### config.mk
export PLATFORM = sky130hd
export DESIGN_NAME = acf_quot
export DESIGN_NICKNAME = d
export VERILOG_FILES = /design/src/assert_macros.svh /design/src/acf_pkg.sv /design/src/acf_quot.sv
export SDC_FILE = /design/constraint.sdc
export NUM_CORES = 1
export LEC_CHECK = 0
export BUFFER_PORTS_ARGS = -buffer_cell sky130_fd_sc_hd__buf_4
export CAP_MARGIN = 40
export CORE_UTILIZATION = 35
export CTS_CLUSTER_DIAMETER = 50
export CTS_CLUSTER_SIZE = 16
export DETAILED_ROUTE_END_ITERATION = 16
export PLACE_DENSITY_LB_ADDON = 0.15
export SLEW_MARGIN = 10
export SYNTH_ARGS = -nofsm -noshare
export SYNTH_HDL_FRONTEND = slang
export SYNTH_SLANG_ARGS = --single-unit
export TNS_END_PERCENT = 5
### constraint.sdc
create_clock -name i_clk -period 10.5 [get_ports i_clk]
set_input_delay 3.15 -clock i_clk [delete_from_list [all_inputs] [get_ports i_clk]]
set_output_delay 3.15 -clock i_clk [all_outputs]
set_load 0.01 [all_outputs]
### src/assert_macros.svh
// Assertion macros shared by the filter RTL.
// Each macro expects i_clk and i_rst_n to be visible in the using module.
`ifndef ASSERT_MACROS_SVH
`define ASSERT_MACROS_SVH
// Checked only while the block is out of reset.
`define ACF_ASSERT(lbl, prop, msg) \
    lbl: assert property (@(posedge i_clk) disable iff (!i_rst_n) prop) else $error(msg);
// Checked at every edge, reset included.
`define ACF_ASSERT_RST(lbl, prop, msg) \
    lbl: assert property (@(posedge i_clk) prop) else $error(msg);
`endif

### src/acf_pkg.sv
// Shared types and constants of the ARGB convolution filter.
// No dependencies; the top level, the divider and the testbench import it.
package acf_pkg;

    localparam int unsigned MAX_KERNEL_DEF = 5;
    localparam int unsigned MAX_WIDTH_DEF  = 1024;
    localparam int unsigned MAX_HEIGHT_DEF = 4096;

    localparam int CFG_IDX_W  = 3;
    localparam int CFG_DATA_W = 32;
    localparam int DEN_W      = 24;

    localparam logic [7:0]         CHAN_MAX = 8'hff;
    localparam logic signed [15:0] Q88_ONE  = 16'sd256;

    typedef enum logic [CFG_IDX_W-1:0] {
        CFG_IMAGE_WIDTH  = 3'd0,
        CFG_IMAGE_HEIGHT = 3'd1,
        CFG_KERNEL_COLS  = 3'd2,
        CFG_KERNEL_ROWS  = 3'd3,
        CFG_DIVISOR      = 3'd4,
        CFG_BIAS         = 3'd5,
        CFG_EDGE_COLOR   = 3'd6,
        CFG_MODE_FLAGS   = 3'd7
    } t_cfg_idx;

    typedef enum logic [1:0] {
        CMD_COEFF = 2'd0,
        CMD_PIXEL = 2'd1,
        CMD_FLUSH = 2'd2,
        CMD_NONE  = 2'd3
    } t_cmd;

    typedef enum logic [2:0] {
        S_IDLE,
        S_PIX,
        S_CHK,
        S_TAP,
        S_ACC,
        S_NUM,
        S_DIV,
        S_OUT
    } t_state;

    typedef struct packed {
        logic            done;
        logic [3:0][7:0] q;
    } t_div_stat;

endpackage

### src/acf_quot.sv
// Iterative four-lane divider producing saturated 0..255 quotients.
// Depends on acf_pkg.
module acf_quot
    import acf_pkg::*;
#(
    parameter int NUM_W = 38
) (
    input  logic                        i_clk,
    input  logic                        i_rst_n,
    input  logic                        i_start,
    input  logic [3:0][NUM_W-1:0]       i_num,
    input  logic signed [DEN_W-1:0]     i_den,
    output t_div_stat                   o_stat
);

    logic [3:0]                  r_cnt;
    logic                        r_done;
    logic [3:0][NUM_W-1:0]       r_rem;
    logic [DEN_W-1:0]            r_dmag;
    logic [3:0]                  r_neg;
    logic [3:0]                  r_sat;
    logic [3:0][7:0]             r_q;
    logic [3:0]                  shamt;
    logic [NUM_W-1:0]            dsh;

    // The first step after start only checks for saturation; then eight quotient bits.
    always_comb begin
        shamt = (r_cnt == 4'd9) ? 4'd8 : r_cnt - 4'd1;
        dsh   = NUM_W'(r_dmag) << shamt;
    end

    always_ff @(posedge i_clk) begin
        if (!i_rst_n) begin
            r_cnt  <= '0;
            r_done <= 1'b0;
        end else begin
            r_done <= (r_cnt == 4'd1);
            if (i_start) begin
                r_cnt <= 4'd9;
            end else if (r_cnt != '0) begin
                r_cnt <= r_cnt - 4'd1;
            end
        end
    end

    always_ff @(posedge i_clk) begin
        if (i_start) begin
            r_dmag <= i_den[DEN_W-1] ? DEN_W'(-i_den) : DEN_W'(i_den);
            for (int l = 0; l < 4; l++) begin
                r_rem[l] <= i_num[l][NUM_W-1] ? (~i_num[l] + NUM_W'(1)) : i_num[l];
                r_neg[l] <= (i_num[l][NUM_W-1] ^ i_den[DEN_W-1]) && (i_num[l] != '0);
                r_q[l]   <= '0;
                r_sat[l] <= 1'b0;
            end
        end else if (r_cnt == 4'd9) begin
            for (int l = 0; l < 4; l++) begin
                r_sat[l] <= (r_rem[l] >= dsh);
            end
        end else if (r_cnt != '0) begin
            for (int l = 0; l < 4; l++) begin
                if (r_rem[l] >= dsh) begin
                    r_rem[l]            <= r_rem[l] - dsh;
                    r_q[l][shamt[2:0]]  <= 1'b1;
                end
            end
        end
    end

    always_comb begin
        o_stat.done = r_done;
        for (int l = 0; l < 4; l++) begin
            if (r_neg[l]) begin
                o_stat.q[l] = '0;
            end else if (r_sat[l]) begin
                o_stat.q[l] = CHAN_MAX;
            end else begin
                o_stat.q[l] = r_q[l];
            end
        end
    end

endmodule

Word level (Yosys, flattened, before mapping). Cells that the tools add are included.

$add $sub $neg: 10. Magnitude comparators: 6. Eq/ne operators: 3. Shifts and indexed selects: 1. Muxes and demuxes: 25. Bitwise gates (word level): 14. Reduce and logical (&&, ||, !) cells: 24.

Operators by type and width (count): $mux W152 (3); $mux W38 (8); $add A38 B1 Y38 const B (4); $ge A38 B38 Y1 (4); $not A38 Y38 (4); $reduce_bool A38 Y1 (4); $sub A38 B38 Y38 (4); $mux W8 (8); $shl A24 B4 Y38 (1); $or A8 B8 Y8 (4); $neg A24 Y24 (1); $reduce_and A3 Y1 (8); $mux W23 (1); $mux W4 (3); $reduce_bool A2 Y1 (5); $logic_and A1 B1 Y1 (5); $eq A4 B1 Y1 const B (1); $eq A4 B4 Y1 const B (1); $lt A3 B4 Y1 const B (1); $reduce_bool A4 Y1 (1); $sub A4 B1 Y4 const B (1); $xor A1 B1 Y1 (4); $demux W1 S3 (1); $ge A3 B1 Y1 const B (1); 4 further kinds (5).

Bits in registers: 221. Input port bits: 179. Output and inout bits: 33. Logic and storage cells: 98.

Depth between registers and ports, before layout. Gate-level depths: netlist of run 1.

Depth after elaboration: 8. Depth in mapped cells: 29. Mapped depth without buffers: 25.

Worst setup path before layout of run 1. OpenSTA, ideal clock, no wires.

Path kind: register to register. Start point: register r_cnt[0]. End point: register r_rem[100] (netlist name) (enable). Library setup time: 0.486 ns. Arrival time: 7.794 ns. Required time: 10.014 ns. Path slack: 2.220 ns. Stages on the path, launching flop included: 25. Path buffers: 5. Clock period less this slack: 8.280 ns. Cells stage by stage: dfxtp_1 > buf_4 > buf_4 > clkinv_1 > ha_1 > clkbuf_1 > nor2_4 > clkbuf_1 > clkbuf_1 > nor3_1 > nand2_1 > inv_1 > fa_1 > nor2b_1 > o21a_1 > o21ai_0 > a22oi_1 > o21ai_0 > a21boi_0 > o41ai_2 > o21ai_2 > a41oi_1 > o31ai_2 > a21oi_2 > o21ai_0.

Longest elaborated chain between the ends: 6. Elaborated cells between the ends (all ways): 10. Those cells by class: 1 x add/sub; 1 x order compare; 2 x eq/ne; 1 x shift; 1 x mux; 4 x reduce/logical.

RTL lines: from (decl) (line acf_quot.sv:16) `logic [3:0] r_cnt;`; from (signal assigned) (line acf_quot.sv:41) `r_cnt <= r_cnt - 4'd1;`; $sub A4 B1 Y4 / $eq A4 B4 Y1 (equally long branches) (line acf_quot.sv:28, acf_quot.sv:55); $mux W4 (line acf_quot.sv:28) `shamt = (r_cnt == 4'd9) ? 4'd8 : r_cnt - 4'd1;`; $shl A24 B4 Y38 (line acf_quot.sv:29) `dsh = NUM_W'(r_dmag) << shamt;`; $ge A38 B38 Y1 (line acf_quot.sv:61) `if (r_rem[l] >= dsh) begin`; $reduce_bool A2 Y1 (no source line); $reduce_and A3 Y1 (no source line) (*); to (signal, indexed assignment) (line acf_quot.sv:50) `r_rem[l] <= i_num[l][NUM_W-1] ? (~i_num[l] + NUM_W'(1)) : i_num[l];`; to (signal, indexed assignment) (line acf_quot.sv:62) `r_rem[l] <= r_rem[l] - dsh;`; to (decl) (line acf_quot.sv:18) `logic [3:0][NUM_W-1:0] r_rem;`.

Every way passes the cells marked *; elsewhere a longest branch is shown, timed or not. A chain may end at the register's enable or synchronous reset.

Worst setup path in the final report of run 1.
Start point: register r_cnt[0]. End point: register r_rem[10] (netlist name) (enable).

The elaborated chain is that of the path after synthesis.

==> results of run 1 <==
-- kinds of logic (layout without fill, tap and decap cells) --
logic type      after synthesis  in the layout  share of synthesized area
simple gates                888            888                      0.196
buf+inv                     189            394                     0.0356
fa+ha+maj                   167            167                     0.0957
flops                       221            221                      0.286
xor+xnor                    296            296                      0.120
compound gates              805            805                      0.238
mux                          56             56                     0.0292
-- final timing paths --
path                               from              endpoint  slack, ns  depth (start not counted)
setup / recovery  r_cnt[0]$_SDFFE_PN0P_   r_rem[10]$_DFFE_PP_       2.78                         21
hold / removal     r_q[16]$_SDFFE_PP0P_  r_q[16]$_SDFFE_PP0P_       0.46                          1
setup reg to reg  r_cnt[0]$_SDFFE_PN0P_   r_rem[10]$_DFFE_PP_       2.78                         21
hold reg to reg    r_q[16]$_SDFFE_PP0P_  r_q[16]$_SDFFE_PP0P_       0.46                          1
-- layer usage --
metal / global-route usage / share of wire
met4: 0.102 / 0.040
met1: 0.309 / 0.43
met2: 0.411 / 0.48
met5: 0 / 0.00017
met3: 0.0300 / 0.049
-- registers in the layout, summed over array words and instances (netlist names) --
name / cells
r_dmag: 24
r_done: 1
r_sat: 4
r_cnt: 4
r_q: 32
r_rem: 152
r_neg: 4
-- power by group --
group | switching, mW | internal, mW
registers | 0.197 | 1.49
logic | 3.59 | 2.36
clock network | 0.574 | 0.884
total | 4.36 | 4.73
-- layout by cell type, fill, tap and decap left out, drive strengths merged, types with 81 or more instances in the layout --
master  netlist  routed
xor2         91      91
o21ai       231     231
a21o         81      81
nor2        244     244
edfxtp      180     180
buf          24     246
a21oi       213     213
nand2       298     298
inv          66      85
xnor2       205     205
ha          147     147
-- layout make-up --
type | instances | area (sq um)
clock buffers | 46 | 1120
clock inverters | 34 | 402
fillers | 6192 | 35800
inverters | 68 | 258
multi-input cells | 2212 | 14900
flip-flops and latches | 221 | 6230
well taps | 837 | 1050
repair buffers | 246 | 1890
-- through the flow --
| step | setup WS (ns) | util | power (mW) |
|---|---|---|---|
| 6_report | 2.78 | 0.419 | 9.09 |
| 5_1_grt | 2.34 | 0.419 | 9.79 |
| 4_1_cts | 2.92 | 0.419 | 9.07 |
| 3_5_place_dp | 2.95 | 0.394 | 7.54 |
| 3_3_place_gp | 2.82 | 0.392 | 7.50 |
| 2_1_floorplan | 2.22 | - | 5.97 |
==> reports/summary.json, run 1 <==
{
  "route.detailed.drc": {"value": 0},
  "initial_core_util": {"value": 0.354},
  "synth_sequential_area_ratio": {"value": 0.286},
  "yosys-top-cells-count": {"value": "298 x sky130_fd_sc_hd__nand2_1, 242 x sky130_fd_sc_hd__nor2_1, 216 x sky130_fd_sc_hd__o21ai_0"},
  "asyncSetResetFlopFracSynth": {"value": 0},
  "number_of_buffer_and_inverter_stages_on_the_critical_path": {"value": 2},
  "overall_global_routing_usage": {"value": 0.242},
  "critPathCaptureType": {"value": "flop"},
  "grt_max_degree": {"value": 86},
  "setup_repair_after_global_routing_missed_its_margin": {"value": "no"},
  "path_cells": {"value": "ha_1 -> and3b_1 -> nor2_4 -> buf_12 -> mux2i_1 -> o21ai_0 -> nand3_1 -> ha_1 -> nor2b_1 -> o21ai_0 -> a21boi_0 -> o21ai_0 -> a21oi_1 -> maj3_1 -> o21ai_1 -> o22ai_2 -> a221o_1 -> nor3b_2 -> a31oi_1 -> o21ai_4 -> buf_4"},
  "cp_max_fo": {"value": 40},
  "post_synthesis_net_count": {"value": 2952},
  "clock_tree.htree_level_count": {"value": 2},
  "synthesis.yosys.warnings": {"value": 0},
  "hp-class": {"value": "reg -> reg"},
  "critical_path.most_common_cell": {"value": "sky130_fd_sc_hd__o21ai_0"},
  "syn-cell-area": {"value": 0.0218, "unit": "sq mm"},
  "routed-via-count": {"value": 20692},
  "post_route_cells_drive_above_1_share": {"value": 0.143},
  "placeableCoreArea": {"value": 0.0616, "unit": "sq mm"},
  "setup_viol": {"value": 0},
  "timing.slew.headroom": {"value": 0.370},
  "final_design_area_no_fill": {"value": 0.0258, "unit": "sq mm"},
  "clock-root-buffer": {"value": "sky130_fd_sc_hd__clkbuf_16"},
  "fin_setup_tns": {"value": 0, "unit": "ns"},
  "post_cts_buffers": {"value": 0},
  "dpl_cell_area": {"value": 0.0243, "unit": "sq mm"},
  "maxCapViolations": {"value": 0},
  "holdBufCountCts": {"value": 0},
  "drt_iter0_markers": {"value": 1503},
  "yosys_register_bits": {"value": 221},
  "synth_top_area_frac": {"value": 0.248},
  "finClkSkew": {"value": 0.0207, "unit": "ns"},
  "detail-route-antenna-nets": {"value": 0},
  "clkLatencyLatePin": {"value": 0.58, "unit": "ns"},
  "clkTransAtPathRegs": {"value": 0.06, "unit": "ns"},
  "io_pins": {"value": 212},
  "vias_in_the_first_global_route": {"value": 20100},
  "crit_path_top_delay_cell": {"value": "sky130_fd_sc_hd__dfxtp_1"},
  "ir_drop": {"value": 134, "unit": "uV"},
  "globalRouteOverflowTotal": {"value": 0},
  "gp_congestion": {"value": 0.914},
  "hold_slack": {"value": 0.463, "unit": "ns"},
  "diode_insertion_count_for_antenna_repair": {"value": 0},
  "yosysTopAreaCell": {"value": "sky130_fd_sc_hd__edfxtp_1"},
  "finalNonFillerCells": {"value": 3664},
  "timing.final.crit_share": {"value": 0.736},
  "portBuffers": {"value": 211},
  "routed_wl": {"value": 78200, "unit": "microns"},
  "pins_over_slew_limit": {"value": 0},
  "synthMostInstantiatedCell": {"value": "sky130_fd_sc_hd__nand2_1"},
  "design.die.area": {"value": 0.0632, "unit": "sq mm"},
  "fmax": {"value": 129, "unit": "MHz"},
  "cts_tree": {"value": "yes"},
  "worst_path_dominant_cell_family": {"value": "compound AO/OA/AOI/OAI gates"},
  "synthesized_area_divided_by_synthesized_cell_count": {"value": 8.31, "unit": "sq um"},
  "yosysUniqueCellTypes": {"value": 99},
  "dieHeight": {"value": 251, "unit": "microns"},
  "dieWidth": {"value": 251, "unit": "microns"},
  "wire_length_of_the_first_global_routing_pass": {"value": 118000, "unit": "microns"},
  "status": {"value": "completed"},
  "area_growth": {"value": 18.4, "unit": "%"},
  "synth_enable_flop_cells": {"value": 180},
  "path_class": {"value": "reg -> reg"},
  "hold_viol_final": {"value": 0},
  "post_cts_resized": {"value": 0},
  "critical_path_required": {"value": 10.80, "unit": "ns"},
  "power_leakage": {"value": 10.2, "unit": "nW"},
  "post-place-cells": {"value": 3584},
  "dpl.hpwl": {"value": 59500, "unit": "microns"},
  "worstSetupStartpointType": {"value": "flop"},
  "number_of_standard_cells_after_synthesis": {"value": 2622},
  "cts_buffers": {"value": 43},
  "drt_first_pass_iters": {"value": 7},
  "clock_sink_count": {"value": 221},
  "detail_route.wl_per_cell": {"value": 21.4, "unit": "microns"},
  "max-clock-path-buffers": {"value": 3},
  "cpPeakStageDelay": {"value": 0.91, "unit": "ns"},
  "finalNetCount": {"value": 3122},
  "grt_antenna_before_repair": {"value": 1},
  "max_slew.worst_pin.slew": {"value": 0.927, "unit": "ns"},
  "finalWorstPathRequiredPeriod": {"value": 7.72, "unit": "ns"},
  "placementRows": {"value": 91},
  "cellPowerDensity": {"value": 352, "unit": "mW/mm^2"},
  "synth-main-ff-cell": {"value": "sky130_fd_sc_hd__edfxtp_1"},
  "post_synth_main_area_contributors": {"value": "sky130_fd_sc_hd__edfxtp_1 25%, sky130_fd_sc_hd__ha_1 8.4%, sky130_fd_sc_hd__xnor2_1 8.2%"},
  "critical_path_arrival": {"value": 8.02, "unit": "ns"},
  "detail_route.vias_per_cell": {"value": 5.65}
}
No activity file was read; power rests on OpenSTA's default activity.
==> run 2: changes to the inputs <==
==> constraint.sdc (replaced) <==
create_clock -name i_clk -period 8.1 [get_ports i_clk]
set_input_delay 2.43 -clock i_clk [delete_from_list [all_inputs] [get_ports i_clk]]
set_output_delay 2.43 -clock i_clk [all_outputs]
set_load 0.01 [all_outputs]
==> reports/summary.json, run 2 (synthesis gave the netlist of run 1 again) <==
{
  "status": {"value": "completed", "change": "unchanged"},
  "drt_first_pass_iters": {"value": 5, "change": "was 7"},
  "mostFrequentLayoutCells": {"value": "298 x sky130_fd_sc_hd__nand2_1, 242 x sky130_fd_sc_hd__nor2_1, 238 x sky130_fd_sc_hd__buf_4, 210 x sky130_fd_sc_hd__o21ai_0, 207 x sky130_fd_sc_hd__a21oi_1", "change": "was 298 x sky130_fd_sc_hd__nand2_1, 242 x sky130_fd_sc_hd__nor2_1, 238 x sky130_fd_sc_hd__buf_4, 210 x sky130_fd_sc_hd__o21ai_0, 208 x sky130_fd_sc_hd__a21oi_1"},
  "area_growth": {"value": 17.5, "unit": "%", "change": "was 18.4%"},
  "holdPathStages": {"value": 1, "change": "unchanged"},
  "number_of_buffer_and_inverter_stages_on_the_critical_path": {"value": 3, "change": "was 2"},
  "grt_max_degree": {"value": 98, "change": "was 86"},
  "layout_top_registers": {"value": "r_rem (152), r_q (32), r_dmag (24)", "change": "unchanged"},
  "cellPowerDensity": {"value": 451, "unit": "mW/mm^2", "change": "was 352 mW/mm^2"},
  "post_route_cells_drive_above_1_share": {"value": 0.137, "change": "was 0.143"},
  "hold_slack": {"value": 0.462, "unit": "ns", "change": "was 0.463 ns"},
  "routed-via-count": {"value": 20506, "change": "was 20692"},
  "clock_sink_count": {"value": 221, "change": "unchanged"},
  "timing.slew.headroom": {"value": 0.383, "change": "was 0.370"},
  "initial_core_util": {"value": 0.354, "change": "unchanged"},
  "routed_wl": {"value": 77400, "unit": "microns", "change": "was 78200 microns"},
  "path_cells": {"value": "buf_4 -> clkinv_1 -> ha_1 -> nor2_4 -> mux2i_1 -> o21ai_0 -> nand3_1 -> ha_1 -> nor2b_1 -> o21ai_0 -> a21boi_0 -> o21ai_0 -> a21oi_1 -> maj3_1 -> o21ai_1 -> o22ai_2 -> a221o_1 -> nor3b_2 -> a31oi_1 -> o21ai_4 -> buf_4", "change": "was ha_1 -> and3b_1 -> nor2_4 -> buf_12 -> mux2i_1 -> o21ai_0 -> nand3_1 -> ha_1 -> nor2b_1 -> o21ai_0 -> a21boi_0 -> o21ai_0 -> a21oi_1 -> maj3_1 -> o21ai_1 -> o22ai_2 -> a221o_1 -> nor3b_2 -> a31oi_1 -> o21ai_4 -> buf_4"},
  "drt_iter0_markers": {"value": 1301, "change": "was 1503"},
  "setup_repair_after_global_routing_missed_its_margin": {"value": "no", "change": "unchanged"},
  "worstSetupStartpointType": {"value": "flop", "change": "unchanged"},
  "design.die.area": {"value": 0.0632, "unit": "sq mm", "change": "unchanged"},
  "hold_viol_final": {"value": 0, "change": "unchanged"},
  "cts_buffers": {"value": 38, "change": "was 43"},
  "power_leakage": {"value": 10.1, "unit": "nW", "change": "was 10.2 nW"},
  "fillCellCount": {"value": 6273, "change": "was 6192"},
  "cts_tree": {"value": "yes", "change": "unchanged"},
  "finalNetCount": {"value": 3116, "change": "was 3122"},
  "dieWidth": {"value": 251, "unit": "microns", "change": "unchanged"},
  "timing.rr.end": {"value": "r_rem[11]$_DFFE_PP_", "change": "was r_rem[10]$_DFFE_PP_"},
  "dpl.hpwl": {"value": 59200, "unit": "microns", "change": "was 59500 microns"},
  "detail_route.wl_per_cell": {"value": 21.2, "unit": "microns", "change": "was 21.4 microns"},
  "clkTransAtPathRegs": {"value": 0.06, "unit": "ns", "change": "about the same"},
  "gp_congestion": {"value": 0.908, "change": "was 0.914"},
  "post-place-cells": {"value": 3583, "change": "was 3584"},
  "placementRows": {"value": 91, "change": "unchanged"},
  "dieHeight": {"value": 251, "unit": "microns", "change": "unchanged"},
  "reg2regPathDepth": {"value": 21, "change": "unchanged"},
  "max_flop_register": {"value": "r_rem", "change": "unchanged"},
  "worst_hold_path.endpoint": {"value": "r_q[19]$_SDFFE_PP0P_", "change": "was r_q[16]$_SDFFE_PP0P_"},
  "holdBufCountCts": {"value": 0, "change": "unchanged"},
  "critical_path.most_common_cell": {"value": "sky130_fd_sc_hd__o21ai_0", "change": "unchanged"},
  "cpPeakStageDelay": {"value": 0.60, "unit": "ns", "change": "was 0.91 ns"},
  "worst_slack": {"value": 1.06, "unit": "ns", "change": "was 2.78 ns"},
  "io_pins": {"value": 212, "change": "unchanged"},
  "finalWorstPathRequiredPeriod": {"value": 7.04, "unit": "ns", "change": "was 7.72 ns"},
  "post_cts_buffers": {"value": 0, "change": "unchanged"},
  "finClkSkew": {"value": 0.0138, "unit": "ns", "change": "was 0.0207 ns"},
  "path_class": {"value": "reg -> reg", "change": "unchanged"},
  "post_cts_resized": {"value": 0, "change": "unchanged"},
  "critical_path_required": {"value": 8.35, "unit": "ns", "change": "was 10.80 ns"},
  "hp-class": {"value": "reg -> reg", "change": "unchanged"},
  "grt_antenna_before_repair": {"value": 1, "change": "unchanged"},
  "maxCapViolations": {"value": 0, "change": "unchanged"},
  "wire_length_of_the_first_global_routing_pass": {"value": 118000, "unit": "microns", "change": "about the same"},
  "min-delay-start": {"value": "r_q[19]$_SDFFE_PP0P_", "change": "was r_q[16]$_SDFFE_PP0P_"},
  "crit_path_top_delay_cell": {"value": "sky130_fd_sc_hd__a31oi_1", "change": "was sky130_fd_sc_hd__dfxtp_1"},
  "placeableCoreArea": {"value": 0.0616, "unit": "sq mm", "change": "unchanged"},
  "route.detailed.drc": {"value": 0, "change": "unchanged"},
  "final_common_cell": {"value": "sky130_fd_sc_hd__nand2_1", "change": "unchanged"},
  "regToRegStartpoint": {"value": "r_cnt[0]$_SDFFE_PN0P_", "change": "unchanged"},
  "critical_path_arrival": {"value": 7.29, "unit": "ns", "change": "was 8.02 ns"},
  "timing.reg2reg.setup_slack": {"value": 1.06, "unit": "ns", "change": "was 2.78 ns"},
  "diode_insertion_count_for_antenna_repair": {"value": 0, "change": "unchanged"},
  "worst_path_dominant_cell_family": {"value": "compound AO/OA/AOI/OAI gates", "change": "unchanged"},
  "regArea": {"value": 0.00623, "unit": "sq mm", "change": "unchanged"},
  "setup_viol": {"value": 0, "change": "unchanged"},
  "fmax": {"value": 142, "unit": "MHz", "change": "was 129 MHz"},
  "critPathCaptureType": {"value": "flop", "change": "unchanged"},
  "max_slew.worst_pin.slew": {"value": 0.907, "unit": "ns", "change": "was 0.927 ns"},
  "portBuffers": {"value": 211, "change": "unchanged"},
  "max-clock-path-buffers": {"value": 3, "change": "unchanged"},
  "clock_tree.htree_level_count": {"value": 2, "change": "unchanged"},
  "pins_over_slew_limit": {"value": 0, "change": "unchanged"},
  "cp_max_fo": {"value": 38, "change": "was 40"},
  "multi_input_area": {"value": 0.0149, "unit": "sq mm", "change": "about the same"},
  "largest_reg_flops": {"value": 152, "change": "unchanged"},
  "placement.setup.worst_slack": {"value": 1.18, "unit": "ns", "change": "was 2.95 ns"},
  "clkLatencyLatePin": {"value": 0.56, "unit": "ns", "change": "was 0.58 ns"},
  "globalRouteOverflowTotal": {"value": 0, "change": "unchanged"},
  "vias_in_the_first_global_route": {"value": 20279, "change": "was 20100"},
  "clock-root-buffer": {"value": "sky130_fd_sc_hd__clkbuf_16", "change": "unchanged"},
  "ir_drop": {"value": 179, "unit": "uV", "change": "was 134 uV"},
  "detail-route-antenna-nets": {"value": 0, "change": "unchanged"},
  "detail_route.vias_per_cell": {"value": 5.62, "change": "was 5.65"},
  "overall_global_routing_usage": {"value": 0.241, "change": "was 0.242"},
  "finalNonFillerCells": {"value": 3652, "change": "was 3664"},
  "timing.final.crit_share": {"value": 0.870, "change": "was 0.736"}
}
==> run 2: metal layers <==
layer  track usage  share of wire  vias up
met2         0.418           0.48      527
li1              -              -    10014
met4        0.0744          0.030        2
met1         0.309           0.44     9852
met3        0.0340          0.048      111
met5             0        0.00012        -
==> run 2: worst max path at each step <==
stage	slack [ns]	to	depth (start not counted)	start
final	1.06	r_rem[11]$_DFFE_PP_	21	r_cnt[0]$_SDFFE_PN0P_
after global routing	0.64	r_rem[98]$_DFFE_PP_	20	r_cnt[0]$_SDFFE_PN0P_
after CTS	1.14	r_rem[14]$_DFFE_PP_	21	r_cnt[0]$_SDFFE_PN0P_
after detailed placement	1.18	r_rem[15]$_DFFE_PP_	21	r_cnt[0]$_SDFFE_PN0P_
after global placement	1.05	r_rem[15]$_DFFE_PP_	21	r_cnt[0]$_SDFFE_PN0P_
after floorplan	-0.06	r_rem[38]$_DFFE_PP_	25	r_cnt[0]$_SDFFE_PN0P_
==> run 2: where the power goes <==
part | switching (mW) | internal, mW
logic | 4.59 | 3.06
clock network | 0.643 | 1.09
registers | 0.246 | 1.93
==> run 2: final cells by class <==
| cell class | count | area share |
|---|---|---|
| multi-input combinational | 2212 | 0.580 |
| sequential | 221 | 0.243 |
| timing repair buffer | 245 | 0.0735 |
| tap | 837 | 0.0409 |
| clock buffer | 42 | 0.0402 |
| clock inverter | 27 | 0.0120 |
| inverter | 68 | 0.0101 |
==> run 2: worst register-to-register path: stages, from the launching register on <==
cell and delay (ns):
sky130_fd_sc_hd__dfxtp_1 0.31, sky130_fd_sc_hd__buf_4 0.29, sky130_fd_sc_hd__clkinv_1 0.30, sky130_fd_sc_hd__ha_1 0.49, sky130_fd_sc_hd__nor2_4 0.55, sky130_fd_sc_hd__mux2i_1 0.20, sky130_fd_sc_hd__o21ai_0 0.34, sky130_fd_sc_hd__nand3_1 0.32
sky130_fd_sc_hd__ha_1 0.45, sky130_fd_sc_hd__nor2b_1 0.16, sky130_fd_sc_hd__o21ai_0 0.21, sky130_fd_sc_hd__a21boi_0 0.16, sky130_fd_sc_hd__o21ai_0 0.31, sky130_fd_sc_hd__a21oi_1 0.18, sky130_fd_sc_hd__maj3_1 0.40, sky130_fd_sc_hd__o21ai_1 0.33
sky130_fd_sc_hd__o22ai_2 0.19, sky130_fd_sc_hd__a221o_1 0.38, sky130_fd_sc_hd__nor3b_2 0.19, sky130_fd_sc_hd__a31oi_1 0.60, sky130_fd_sc_hd__o21ai_4 0.06, sky130_fd_sc_hd__buf_4 0.30
==> run 2: per-stage QoR <==
stage	utilization	setup TNS, ns	power [mW]	instance area (sq um)
6_report	0.416	0	11.6	25600
3_3_place_gp	0.393	0	9.68	24200
2_1_floorplan	-	-2.23	7.73	21800
5_1_grt	0.416	0	12.5	25600
4_1_cts	0.416	0	11.5	25600
3_5_place_dp	0.394	0	9.72	24300
